--- config.mk ---
export PLATFORM = sky130hd
export DESIGN_NAME = approx_single_float_multiplier
export DESIGN_NICKNAME = d
export VERILOG_FILES = /design/src/hw/rtl/asfm_pkg.sv /design/src/hw/rtl/approx_single_float_multiplier.sv /design/src/hw/rtl/asfm_split_mul.sv /design/src/hw/rtl/asfm_assemble.sv
export SDC_FILE = /design/constraint.sdc
export NUM_CORES = 1
export LEC_CHECK = 0
export BUFFER_PORTS_ARGS = -buffer_cell sky130_fd_sc_hd__buf_2
export CAP_MARGIN = 20
export CELL_PAD_IN_SITES_DETAIL_PLACEMENT = 0
export CELL_PAD_IN_SITES_GLOBAL_PLACEMENT = 1
export CORE_MARGIN = 8
export CORE_UTILIZATION = 30
export CTS_BUF_LIST = sky130_fd_sc_hd__clkbuf_4
export DETAILED_ROUTE_END_ITERATION = 6
export GPL_ROUTABILITY_DRIVEN = 0
export PLACE_DENSITY_LB_ADDON = 0.1
export SYNTH_ARGS = -nofsm -noshare
export SYNTH_HDL_FRONTEND = slang
export SYNTH_SLANG_ARGS = --single-unit
--- constraint.sdc ---
create_clock -name clock -period 10.15 [get_ports clock]
set_input_delay 1.5225 -clock clock [delete_from_list [all_inputs] [get_ports clock]]
set_output_delay 1.5225 -clock clock [all_outputs]
set_load 0.02 [all_outputs]
--- src/hw/rtl/asfm_pkg.sv ---
// Package: field widths and constants for the approximate float multiplier.
package asfm_pkg;
   localparam int unsigned WordWidth = 32;
   localparam int unsigned ExpBias   = 127;
   localparam logic [12:0] HiddenOne = 13'h1000;

   typedef logic [WordWidth-1:0] word_type;

   // Partial products handed from the multiply stage to the assembly stage.
   typedef struct packed {
      logic        sign;
      logic        zero_in;
      logic        exp_zero;
      logic [7:0]  exp_a;
      logic [7:0]  exp_b;
      logic [25:0] hh;
      logic [13:0] hl_sh;
      logic [13:0] lh_sh;
   } part_type;
endpackage

--- src/hw/rtl/approx_single_float_multiplier.sv ---
// Top level: approximate single-precision multiplier with stream ports.
// Usage:
//  - req_ channel carries one multiply transaction: tdata = {operand_b, operand_a}.
//  - rsp_ channel returns one product per transaction in tdata.
//  - Order: the operands are captured in the input register, and the product
//    is then captured in the result register, which drives rsp_tdata.
//  - Throughput: one transaction per cycle while the receiver does not stall;
//    the input and result registers each hold one item, set by the one-pass datapath.
//  - When the receiver stalls, the result register holds and the input
//    register fills; req_tready drops only when both are full.
//  - Reset (synchronous, active high) empties both registers.
//  - No rounding; overflow and underflow give a signed zero.
module approx_single_float_multiplier (
   input  logic        clock,
   input  logic        reset,
   input  logic        req_tvalid,
   output logic        req_tready,
   input  logic [63:0] req_tdata,   // [31:0] operand_a, [63:32] operand_b
   output logic        rsp_tvalid,
   input  logic        rsp_tready,
   output logic [31:0] rsp_tdata    // [31:0] product
);
   import asfm_pkg::*;

   logic      in_vld_ff, in_vld_in;
   word_type  a_ff, b_ff;
   logic      out_vld_ff, out_vld_in;
   word_type  res_ff;
   part_type  part;
   word_type  product;
   logic      advance;

   asfm_split_mul u_mul (.operand_a(a_ff), .operand_b(b_ff), .part(part));
   asfm_assemble  u_asm (.part(part), .product(product));

   // move from input register to result register when result is free
   assign advance    = in_vld_ff && (!out_vld_ff || rsp_tready);
   assign req_tready = !in_vld_ff || advance;
   assign in_vld_in  = (req_tvalid && req_tready) || (in_vld_ff && !advance);
   assign out_vld_in = advance || (out_vld_ff && !rsp_tready);

   always_ff @(posedge clock) begin
      if (reset) begin
         in_vld_ff  <= 1'b0;
         out_vld_ff <= 1'b0;
      end else begin
         in_vld_ff  <= in_vld_in;
         out_vld_ff <= out_vld_in;
      end
   end

   // payload registers
   always_ff @(posedge clock) begin
      if (req_tvalid && req_tready) begin
         a_ff <= req_tdata[31:0];
         b_ff <= req_tdata[63:32];
      end
      if (advance) begin
         res_ff <= product;
      end
   end

   assign rsp_tvalid = out_vld_ff;
   assign rsp_tdata  = res_ff;
endmodule

--- src/hw/rtl/asfm_split_mul.sv ---
// Significand split and partial product generation.
module asfm_split_mul (
   input  asfm_pkg::word_type operand_a,
   input  asfm_pkg::word_type operand_b,
   output asfm_pkg::part_type part
);
   import asfm_pkg::*;

   logic [12:0] ah, bh;
   logic [10:0] al, bl;
   logic [23:0] hl, lh;

   // high part carries the hidden one, low part is the bottom 11 bits
   always_comb begin
      ah = {1'b0, operand_a[22:11]} + HiddenOne;
      bh = {1'b0, operand_b[22:11]} + HiddenOne;
      al = operand_a[10:0];
      bl = operand_b[10:0];
      hl = ah * bl;
      lh = al * bh;
      part.sign     = operand_a[31] ^ operand_b[31];
      part.zero_in  = (operand_a[30:0] == '0) || (operand_b[30:0] == '0);
      part.exp_zero = (operand_a[30:23] == '0) || (operand_b[30:23] == '0);
      part.exp_a    = operand_a[30:23];
      part.exp_b    = operand_b[30:23];
      part.hh       = ah * bh;
      part.hl_sh    = {1'b0, hl[23:11]};
      part.lh_sh    = {1'b0, lh[23:11]};
   end
endmodule

--- src/hw/rtl/asfm_assemble.sv ---
// Sum, normalise, exponent range check and packing of the product.
module asfm_assemble (
   input  asfm_pkg::part_type part,
   output asfm_pkg::word_type product
);
   import asfm_pkg::*;

   logic [25:0] prod;
   logic [9:0]  exp_s;
   logic [22:0] frac;
   logic        in_range;

   always_comb begin
      prod  = part.hh + {12'd0, part.hl_sh} + {12'd0, part.lh_sh} + 26'd2;
      exp_s = part.exp_zero ? 10'd0
            : 10'({2'b0, part.exp_a} + {2'b0, part.exp_b} - 10'(ExpBias));
      // a product of two or more (bit 25 set) shifts one bit further and bumps the exponent
      if (prod[25]) begin
         exp_s = exp_s + 10'd1;
         frac  = prod[24:2];
      end else begin
         frac  = prod[23:1];
      end
      // bit 9 set means negative, bit 8 set means above 255
      in_range = !exp_s[9] && !exp_s[8];
      if (part.zero_in || !in_range) begin
         product = {part.sign, 31'd0};
      end else begin
         product = {part.sign, exp_s[7:0], frac};
      end
   end
endmodule

== Word-level counts from Yosys, hierarchy flattened ==
Cells that the tools add are included.
Operators by class
  bitwise gates (word level): 1
  reduce and logical (&&, ||, !) cells: 23
  muxes and demuxes: 3
  $add $sub $neg: 8
  $mul: 3
Operators with widths (count)
  $logic_not 31->1: 2
  $add 26x13->26: 2
  $add 12x13->13 const B: 2
  $add 26x2->26 const B: 1
  $mul 13x13->26: 1
  $mul 11x13->24: 1
  $mul 13x11->24: 1
  $mux 23: 1
  $mux 10: 2
  $logic_not 8->1: 2
  $add 10x1->10 const B: 1
  $sub 10x7->10 const B: 1
  $add 8x8->9: 1
  $logic_not 1->1: 7
  $logic_or 1x1->1: 7
  $logic_and 1x1->1: 5
  $xor 1x1->1: 1
Word-level totals
  output and inout bits: 34
  register bits: 98

== Longest topological paths before layout ==
Gate-level depths: netlist of the first run.
  depth in word-level cells: 10
  mapped depth: 46

== Hierarchy ==
From an unflattened synthesis of the first run, not the netlist that was laid out.
Unflattened totals
  cells, all modules: 2148
  area total of the unflattened synthesis: 19900.3 µm²
Modules (own cells, without submodules)
  asfm_split_mul: area an instance 14611.5 µm², times used 1, cells each 1722
  approx_single_float_multiplier: area an instance 2986.6 µm², times used 1, cells each 106
  asfm_assemble: area an instance 2302.2 µm², times used 1, cells each 320

== Worst setup path after synthesis of the first run ==
Ideal clock, no wire load.
  path type: flip-flop to flip-flop
  start point: reg b_ff[18]
  end point: reg res_ff[5] (netlist: rsp_tdata[5]) (data pin)
  buffers on the path: 2
  cell stages (with the launch flop): 39
  setup slack: -0.952 ns
  clock period less this slack: 11.102 ns
  data arrival time: 10.847 ns
  setup time: 0.256 ns
  cell sequence: edfxtp_1 clkbuf_1 nand2_1 fa_1 fa_1 fa_1 inv_1 fa_1 fa_1 ha_1 a21o_1 a21oi_1 o211ai_1 nand2_1 o2111ai_1 a221o_1 or3_1 a31oi_1 [... 3 more ...] inv_1 fa_1 fa_1 inv_1 fa_1 inv_1 fa_1 inv_1 ha_1 a2111oi_2 o31a_2 a21oi_1 o41ai_2 a21oi_2 nor4_2 mux2i_2 buf_4 a21oi_1
On the way
  cells in the longest elaborated chain, start to end: 10
  elaborated cells on any way between the ends: 15
  classes of those cells: add/sub (4); mul (2); mux (2); reduce/logical (7)
Ends and longest elaborated chain
  start, declared: RTL line approx_single_float_multiplier.sv:26  | word_type a_ff, b_ff;
  start signal, assigned: RTL line approx_single_float_multiplier.sv:56  | b_ff <= req_tdata[63:32];
  $add 12x13->13: RTL line asfm_split_mul.sv:16  | bh = {1'b0, operand_b[22:11]} + HiddenOne;
  $mul 13x13->26: RTL line asfm_split_mul.sv:26  | part.hh = ah * bh;
  $add 26x13->26 (2 in series): RTL line asfm_assemble.sv:14  | prod = part.hh + {12'd0, part.hl_sh} + {12'd0, part.lh_sh} + 26'd2;
  $add 26x2->26: RTL line asfm_assemble.sv:14
  $mux 10: RTL line asfm_assemble.sv:18  | if (prod[25]) begin
  $logic_not 1->1: RTL line asfm_assemble.sv:25  | in_range = !exp_s[9] && !exp_s[8];
  $logic_and 1x1->1: RTL line asfm_assemble.sv:25
  $logic_not 1->1: RTL line asfm_assemble.sv:26  | if (part.zero_in || !in_range) begin
  $logic_or 1x1->1: RTL line asfm_assemble.sv:26
  end signal, assigned: RTL line approx_single_float_multiplier.sv:59  | res_ff <= product;
  end, declared: RTL line approx_single_float_multiplier.sv:28  | word_type res_ff;
Several ways; a longest one is shown, not always the timed one.
A chain may end at the register's enable or synchronous reset.

== Worst setup path after layout of the first run ==
  start point: reg a_ff[5]
  end point: reg res_ff[8] (netlist: rsp_tdata[8]) (data pin)
On the way
  cells in the longest elaborated chain, start to end: 8
  elaborated cells on any way between the ends: 12
  classes of those cells: add/sub (2); mul (1); mux (2); reduce/logical (7)
Ends and longest elaborated chain
  start, declared: RTL line approx_single_float_multiplier.sv:26
  start signal, assigned: RTL line approx_single_float_multiplier.sv:55  | a_ff <= req_tdata[31:0];
  $mul 11x13->24: RTL line asfm_split_mul.sv:20  | lh = al * bh;
  $add 26x13->26: RTL line asfm_assemble.sv:14
  $add 26x2->26: RTL line asfm_assemble.sv:14
  $mux 10: RTL line asfm_assemble.sv:18
  $logic_not 1->1: RTL line asfm_assemble.sv:25
  $logic_and 1x1->1: RTL line asfm_assemble.sv:25
  $logic_not 1->1: RTL line asfm_assemble.sv:26
  $logic_or 1x1->1: RTL line asfm_assemble.sv:26
Several ways; a longest one is shown, not always the timed one.

==> metrics, run 1 <==
Core ar.=between 60000 and 70000 um2; CTS Buf Count=9; Antenna Nets Post-Route=0; count of final setup violators=31; number of synthesized flops with an enable pin=96; Worst-path clk slew=roughly 0.23 ns; Placed Area=between 20000 and 25000 um2; Yosys top cell by area=fa_1; Post-Syn Area=19200 um2; DR vias=~14000; first-pass GRT wire length=92900 um; status=finished, violations left; worst setup margin=-0.823 ns; Worst Setup End Kind=flop; top cells by area, synth=fa_1 (35%), edfxtp_1 (15%), ha_1 (14%); Critical Path Start Type=flop; hold slack final=approximately 0.54 ns; WP data required=roughly 11 ns; slew at the pin with the worst max-slew slack=0.980 ns; Synth cell types=75; TritonCTS clock tree=done; clock sinks=slightly below 100; fraction of synthesis flops using an asynchronous set or reset pin=0; syn nets=2642; DRC violations left=0; cell mode on critical path=fa_1; Die Y=around 270 um; vias in the first global route=between 15000 and 20000; Warnings, synthesis=0; min-delay worst type=flop to flop; FMAX=91.1 MHz; register area share after synthesis=0.152; WL/cell=approximately 18 um; slew margin rel.=0.345; gr usage total=0.164; Critical Path Fanout Max=7; area of the multi-input gates=about 15000 um2; Hold Vio Cnt, Final=0; crit-path max cell delay=about 0.58 ns; initial core utilization=0.301; Min Clock Period, post-route=roughly 11 ns; Area Overhead vs Synth=21.0%; CTS root buf=clkbuf_4; CP Class=flop to flop; nets=2937; CTS Hold Buffers Added=0; CP max-delay cell=fa_1; # port buffers=just over 100; ys flop type=edfxtp_1; violated checks=setup timing; share of layout cells above drive strength 1=0.201; MaxCap Viol Count=0; final max-slew violation count=0; routed wire length=just under 60000 um; unrepaired setup endpoints after global routing=yes; DRT Pass-1 Iters=5; largest net degree at the start of global routing=65; Via density=4.48; Die ar.=roughly 72000 um2; total grt overflow=0; Max Buffers Root-to-Sink=2; Seq. cell area=2920 um2; htree depth=3; Worst EP arrival=~11 ns; cells after synthesis=2020; Synth Area per Inst=9.52 um2; Fill cells=about 6600; WP buf/inv=11; Worst Skew=between 0.06 and 0.07 ns; initial DRC count=~530; die span in x=269 um; post-DP HPWL=48300 um; Synth top area share=0.353; Design Area, Final=approximately 23000 um2; row count=93; number of synthesized register bits=98; Tcrit/Tclk final=1.08; Worst path top cell family by delay=adder cells; clock latency at the later pin of the worst-skew pair=~0.64 ns; initial antenna violation count=3; # IOs=just over 100
-- final timing paths --
path / cells past startpoint / to / slack, ns / from
worst max-delay path: 40 / rsp_tdata[8] / -0.82 / a_ff[5]
worst min-delay path: 2 / rsp_tvalid / 0.54 / in_vld_ff
worst max register to register: 40 / rsp_tdata[8] / -0.82 / a_ff[5]
worst min register to register: 2 / rsp_tvalid / 0.54 / in_vld_ff
-- layer usage --
metal | GRT usage | wire length [um] | up-vias
li1 | - | - | 6824
met5 | 0 | 0 | -
met1 | 0.225 | 27300 | 7202
met2 | 0.279 | 28500 | 180
met3 | 0.0149 | 1430 | 28
met4 | 0.0330 | 738 | 0
-- stage by stage --
stage	setup TNS, ns	setup slack [ns]	std cells	utilization
after floorplan	-10.27	-0.350	2020	-
after global placement	-32.55	-1.07	3135	0.354
after detailed placement	-34.67	-1.15	3135	0.354
after CTS	-28.84	-0.966	3169	0.361
after global routing	-40.12	-1.32	3176	0.364
final	-24.62	-0.823	3178	0.364
-- flip-flops by register name, indices dropped and copies added, names as in the netlist --
register,flops
a_ff,32
rsp_tdata,32
b_ff,32
rsp_tvalid,1
in_vld_ff,1
-- cell type report --
class                           count  area share
Tap cell                          855      0.0460
Clock buffer                        9     0.00290
Clock inverter                      7     0.00350
Sequential cell                    98       0.126
Antenna cell                        3    0.000323
Inverter                          444      0.0716
Multi-Input combinational cell   1396       0.630
Timing Repair Buffer              366       0.120
-- what timing repair did --
| item | CTS | global route |
|---|---|---|
| endpoints found under the setup margin | 31 | 31 |
| setup buffers | 16 | 4 |
| pin swaps | 10 | 8 |
| cloned | 2 | 1 |
| resized for setup | 19 | 30 |
-- worst reg2reg max path, delay by kind of cell, from the launching register on --
family,cells,cell delay (ns)
flip-flops,1,0.53
adder cells (fa/ha/maj),13,5.72
buffers and inverters,11,1.01
XOR/XNOR,1,0.17
multiplexers,1,0.30
AND/OR/NAND/NOR,3,0.89
AO/OA/AOI/OAI,11,2.10
-- cells in the final DEF (no fill, tap or decap), types with 35 or more instances in the layout --
cell type  instances
a21oi_1           46
and2_1           180
buf_2            101
buf_4            236
edfxtp_1          96
fa_1             336
ha_1             209
inv_1            439
nand2_1          279
nor2_1            43
xnor2_1           35
-- kinds of logic after synthesis --
group / Yosys count / synth area share
AND/OR/NAND/NOR: 610 / 0.158
adder cells (fa/ha/maj): 554 / 0.493
buffers and inverters: 526 / 0.104
AO/OA/AOI/OAI: 164 / 0.0596
flip-flops: 98 / 0.152
XOR/XNOR: 63 / 0.0309
multiplexers: 5 / 0.00280
-- cells in the mapped netlist, types with 15 or more instances --
cell and count:
nand2_1 280, a21o_1 21, ha_1 215, nor4_1 15
edfxtp_1 96, fa_1 339, nor2_1 45, xnor2_1 38
o21ai_0 15, inv_1 443, a21oi_1 61, nand3_1 17
clkbuf_1 75, and2_1 183, xor2_1 21
Power of run 1 is left out: the tool's default activity adds up to more than one toggle a clock period on the data nets, which glitch-free logic cannot reach.
==> run 2: changes to the inputs <==
--- a/config.mk
+++ b/config.mk
@@ -5,12 +5,12 @@
 export SDC_FILE = /design/constraint.sdc
 export NUM_CORES = 1
 export LEC_CHECK = 0
-export BUFFER_PORTS_ARGS = -buffer_cell sky130_fd_sc_hd__buf_2
+export BUFFER_PORTS_ARGS = -buffer_cell sky130_fd_sc_hd__clkbuf_2
 export CAP_MARGIN = 20
 export CELL_PAD_IN_SITES_DETAIL_PLACEMENT = 0
 export CELL_PAD_IN_SITES_GLOBAL_PLACEMENT = 1
 export CORE_MARGIN = 8
-export CORE_UTILIZATION = 30
+export CORE_UTILIZATION = 46
 export CTS_BUF_LIST = sky130_fd_sc_hd__clkbuf_4
 export DETAILED_ROUTE_END_ITERATION = 6
 export GPL_ROUTABILITY_DRIVEN = 0
==> run 2 against run 1 <==
The flow still finishes with violations (setup timing). Via count grew 2.3%. Core utilization increased by 18 points. Die area fell by 33%. Wire length down 11%. Critical path depth unchanged. Fmax increased by 0.34%. Global-route usage is 6.1 points higher. Sequential cell count stayed put. Non-clock buffer count shrank 4. First-iteration DRC count is 24% higher. Worst hold slack got worse by 0.010 ns. Cell count shrank 10%.
==> metrics, run 2 (synthesis gave the netlist of run 1 again) <==
status=finished, violations left; violated checks=setup timing; row count=75; WP data required=roughly 11 ns; Worst Setup End Kind=flop; first-pass GRT wire length=approximately 84000 um; hold slack final=roughly 0.53 ns; cell mode on critical path=fa_1; CTS root buf=clkbuf_4; # port buffers=101; most frequent cells in the layout=inv_1 (439), fa_1 (337), nand2_1 (276); Worst Skew=roughly 0.048 ns; Die Y=roughly 220 um; Antenna Nets Post-Route=0; Via density=5.10; worst setup margin=-0.786 ns; final max-slew violation count=0; DRT Pass-1 Iters=4; Worst-path clk slew=about 0.22 ns; nets=a little under 3000; initial core utilization=0.463; die span in x=approximately 220 um; reg2reg end=rsp_tdata[21]; Max Buffers Root-to-Sink=2; Min Clock Period, post-route=10.94 ns; MaxCap Viol Count=0; htree depth=3; # IOs=between 100 and 150; largest net degree at the start of global routing=65; gr usage total=0.224; WL/cell=18.0 um; Finished Core Util=0.544; FMAX=between 90 and 100 MHz; min-delay worst type=flop to flop; CP Class=flop to flop; Critical Path Fanout Max=8; DR vias=between 10000 and 15000; routed wire length=about 50000 um; Area Overhead vs Synth=17.7%; vias in the first global route=approximately 16000; CP max-delay cell=edfxtp_1; Design Area, Final=about 23000 um2; clock sinks=between 90 and 100; initial DRC count=653; WP buf/inv=10; Core ar.=41600 um2; CTS Buf Count=9; CTS Hold Buffers Added=0; slew at the pin with the worst max-slew slack=approximately 1.0 ns; total grt overflow=0; Hold Vio Cnt, Final=0; post-DP HPWL=42900 um; Worst path top cell family by delay=adder cells; Placed Area=22100 um2; dpl cells=around 2800; Die ar.=around 50000 um2; HP Start=in_vld_ff; worst r2r path cells=40; clock latency at the later pin of the worst-skew pair=between 0.6 and 0.7 ns; hold path depth=2; commonest non-fill, non-tap cell in the layout=inv_1; Critical Path Start Type=flop; final non-filler cell total=2858; slew margin rel.=0.330; worst hold endpoint=rsp_tvalid; unrepaired setup endpoints after global routing=yes; share of layout cells above drive strength 1=0.196; TritonCTS clock tree=done; count of final setup violators=31; R2R Setup Slk=-0.79 ns; r2r startpoint=b_ff[17]; DRC violations left=0; crit-path max cell delay=0.57 ns; Worst EP arrival=between 10 and 15 ns; Tcrit/Tclk final=1.08; initial antenna violation count=2
## run 2: what timing repair did
item / in CTS / in global routing
resized for setup: 11 / 19
gates cloned: 1 / 1
pin swaps: 4 / 10
buffers inserted: 18 / 5
endpoints found under the setup margin: 31 / 31
## run 2: stage by stage
step                setup TNS [ns]  worst slack (ns)
floorplan                   -10.27            -0.350
global route                -36.31             -1.21
detailed placement          -25.12            -0.831
finish                      -23.48            -0.786
global placement            -22.36            -0.742
CTS                         -24.44            -0.822
## run 2: worst max-delay path by stage
stage / from / endpoint / slack (ns) / depth (start not counted)
floorplan: a_ff[5] / rsp_tdata[5] / -0.35 / 41
detailed placement: b_ff[14] / rsp_tdata[3] / -0.83 / 38
CTS: b_ff[17] / rsp_tdata[13] / -0.82 / 38
finish: b_ff[17] / rsp_tdata[21] / -0.79 / 40
global route: b_ff[17] / rsp_tdata[19] / -1.21 / 40
global placement: a_ff[2] / rsp_tdata[3] / -0.74 / 37
## run 2: per-layer routing
metal / part of all wire / GRT usage / wire length (um) / vias to the layer above
li1: - / - / - / 6808
met2: 0.51 / 0.389 / 26200 / 271
met1: 0.43 / 0.289 / 22000 / 7434
met3: 0.042 / 0.0340 / 2150 / 54
met4: 0.020 / 0.0613 / 1040 / 0
met5: 0 / 0 / 0 / -
## run 2: final cells by class
| class | count | area, um2 |
|---|---|---|
| timing repair buffer | 362 | 2650 |
| clock inverter | 7 | 65.1 |
| fill | 3860 | 18900 |
| antenna | 3 | 7.51 |
| sequential | 98 | 2920 |
| multi-input combinational | 1396 | 14600 |
| tap | 539 | 674 |
| inverter | 444 | 1670 |
| clock buffer | 9 | 67.6 |
## run 2: worst min-delay path, delay by kind of cell (launching register included)
kind / cells / cell delay, ns
and+or+nand+nor: 2 / 0.14
DFF: 1 / 0.37
Power of run 2 is left out for the same reason.
==> run 3: changes to the inputs <==
--- a/config.mk
+++ b/config.mk
@@ -10,8 +10,7 @@
 export CELL_PAD_IN_SITES_DETAIL_PLACEMENT = 0
 export CELL_PAD_IN_SITES_GLOBAL_PLACEMENT = 1
 export CORE_MARGIN = 8
-export CORE_UTILIZATION = 46
-export CTS_BUF_LIST = sky130_fd_sc_hd__clkbuf_4
+export CORE_UTILIZATION = 55
 export DETAILED_ROUTE_END_ITERATION = 6
 export GPL_ROUTABILITY_DRIVEN = 0
 export PLACE_DENSITY_LB_ADDON = 0.1
==> constraint.sdc (replaced) <==
create_clock -name clock -period 13.7 [get_ports clock]
set_input_delay 2.055 -clock clock [delete_from_list [all_inputs] [get_ports clock]]
set_output_delay 2.055 -clock clock [all_outputs]
set_load 0.02 [all_outputs]
==> run 3 against run 2 <==
The flow now finishes without violations. Via count shrank 5.3%. Fmax shrank 11%. Global-route usage grew 2.2 points. Critical endpoint is now rsp_tdata[27]. Highest routed layer unchanged.
==> metrics, run 3 (synthesis gave the netlist of run 1 again) <==
CTS Hold Buffers Added=0; DRC violations left=0; Via density=around 5.4; final non-filler cell total=between 2000 and 3000; crit-path max cell delay=0.82 ns; first-pass GRT wire length=about 80000 um; Post CTS Setup Buffer Count=0; initial core utilization=0.558; # IOs=roughly 100; Worst-path clk slew=0.07 ns; Hold Vio Cnt, Final=0; vias in the first global route=roughly 15000; Antenna Nets Post-Route=0; count of final setup violators=0; MaxCap Viol Count=0; WL/cell=between 15 and 20 um; CTS root buf=clkbuf_16; gr usage total=0.246; Die ar.=roughly 41000 um2; Area Overhead vs Synth=6.32%; Crit. Startpoint=b_ff[15]; cell mode on critical path=fa_1; clock latency at the later pin of the worst-skew pair=roughly 0.4 ns; Placed Area=20100 um2; Core ar.=about 34000 um2; TritonCTS clock tree=done; r2r startpoint=b_ff[15]; Design Area, Final=20400 um2; HP Start=in_vld_ff; slew at the pin with the worst max-slew slack=roughly 1.0 ns; DRT Pass-1 Iters=5; slew margin rel.=0.306; Fill cells=3031; # port buffers=101; Min Clock Period, post-route=~12 ns; Critical Path Fanout Max=30; post-DP HPWL=~39000 um; total grt overflow=0; routed wire length=48600 um; Seq. cell area=roughly 2900 um2; Max Buffers Root-to-Sink=2; CP Class=flop to flop; FMAX=81.5 MHz; htree depth=3; unrepaired setup endpoints after global routing=no; dpl cells=between 2000 and 3000; DR vias=13800; setup TNS=0 ns; initial DRC count=782; n_diodes=0; CTS Buf Count=9; die span in x=between 200 and 250 um; nets=between 2000 and 3000; min-delay worst type=flop to flop; share of layout cells above drive strength 1=0.0847; Die Y=between 200 and 250 um; Worst Setup End Kind=flop; WP data required=approximately 14 ns; Worst Skew=between 0.015 and 0.02 ns; Critical Path Start Type=flop; final max-slew violation count=0; CP max-delay cell=edfxtp_1; Worst EP arrival=12.39 ns; area of the multi-input gates=about 14000 um2; clock sinks=between 90 and 100; post-CTS resize count=0; row count=roughly 70; most frequent cells in the layout=inv_1 (443), fa_1 (339), nand2_1 (280); largest net degree at the start of global routing=65; status=completed; Tcrit/Tclk final=0.895; initial antenna violation count=0; commonest non-fill, non-tap cell in the layout=inv_1
run 3: changes by cell type in the layout (fill, tap and decap cells not counted), sizes merged:
cell,change
inv,-5
buf,-237
clkinv,+3
clkbuf,+1
diode,-3
run 3: critical path, delay by kind of cell (launching register included):
family,cells,cell delay [ns]
mux,1,0.24
compound gates,10,2.53
simple gates,5,1.37
xor+xnor,1,0.19
buf+inv,9,0.73
fa+ha+maj,13,6.11
flops,1,0.82
run 3: path summary, 6_finish.rpt:
path,endpoint,slack (ns),cells after the start
max,rsp_tdata[27],1.44,39
min,rsp_tvalid,0.52,2
max reg2reg,rsp_tdata[27],1.44,39
min reg2reg,rsp_tvalid,0.52,2
run 3: through the flow:
stage          utilization  worst slack (ns)  hold slack [ns]
2_1_floorplan            -              2.60            0.478
3_3_place_gp         0.585              1.64            0.508
3_5_place_dp         0.585              1.43            0.517
4_1_cts              0.593              1.40            0.529
5_1_grt              0.593             0.859            0.557
6_report             0.593              1.44            0.524
run 3: final cells by class:
cell class                      instances  share of cell area
Clock inverter                          5             0.00233
Sequential cell                        98               0.143
Inverter                              444              0.0815
Multi-Input combinational cell       1396               0.700
Clock buffer                           11              0.0124
Timing Repair Buffer                  124              0.0332
Tap cell                              455              0.0278
run 3: metal layers:
metal,vias to the layer above,wire [um],track usage,part of all wire
li1,6327,-,-,-
met1,7049,21900,0.345,0.45
met2,373,23000,0.396,0.47
met3,40,2740,0.0368,0.056
met4,0,1050,0.0655,0.022
met5,-,0,0,0
Power of run 3 is left out for the same reason.
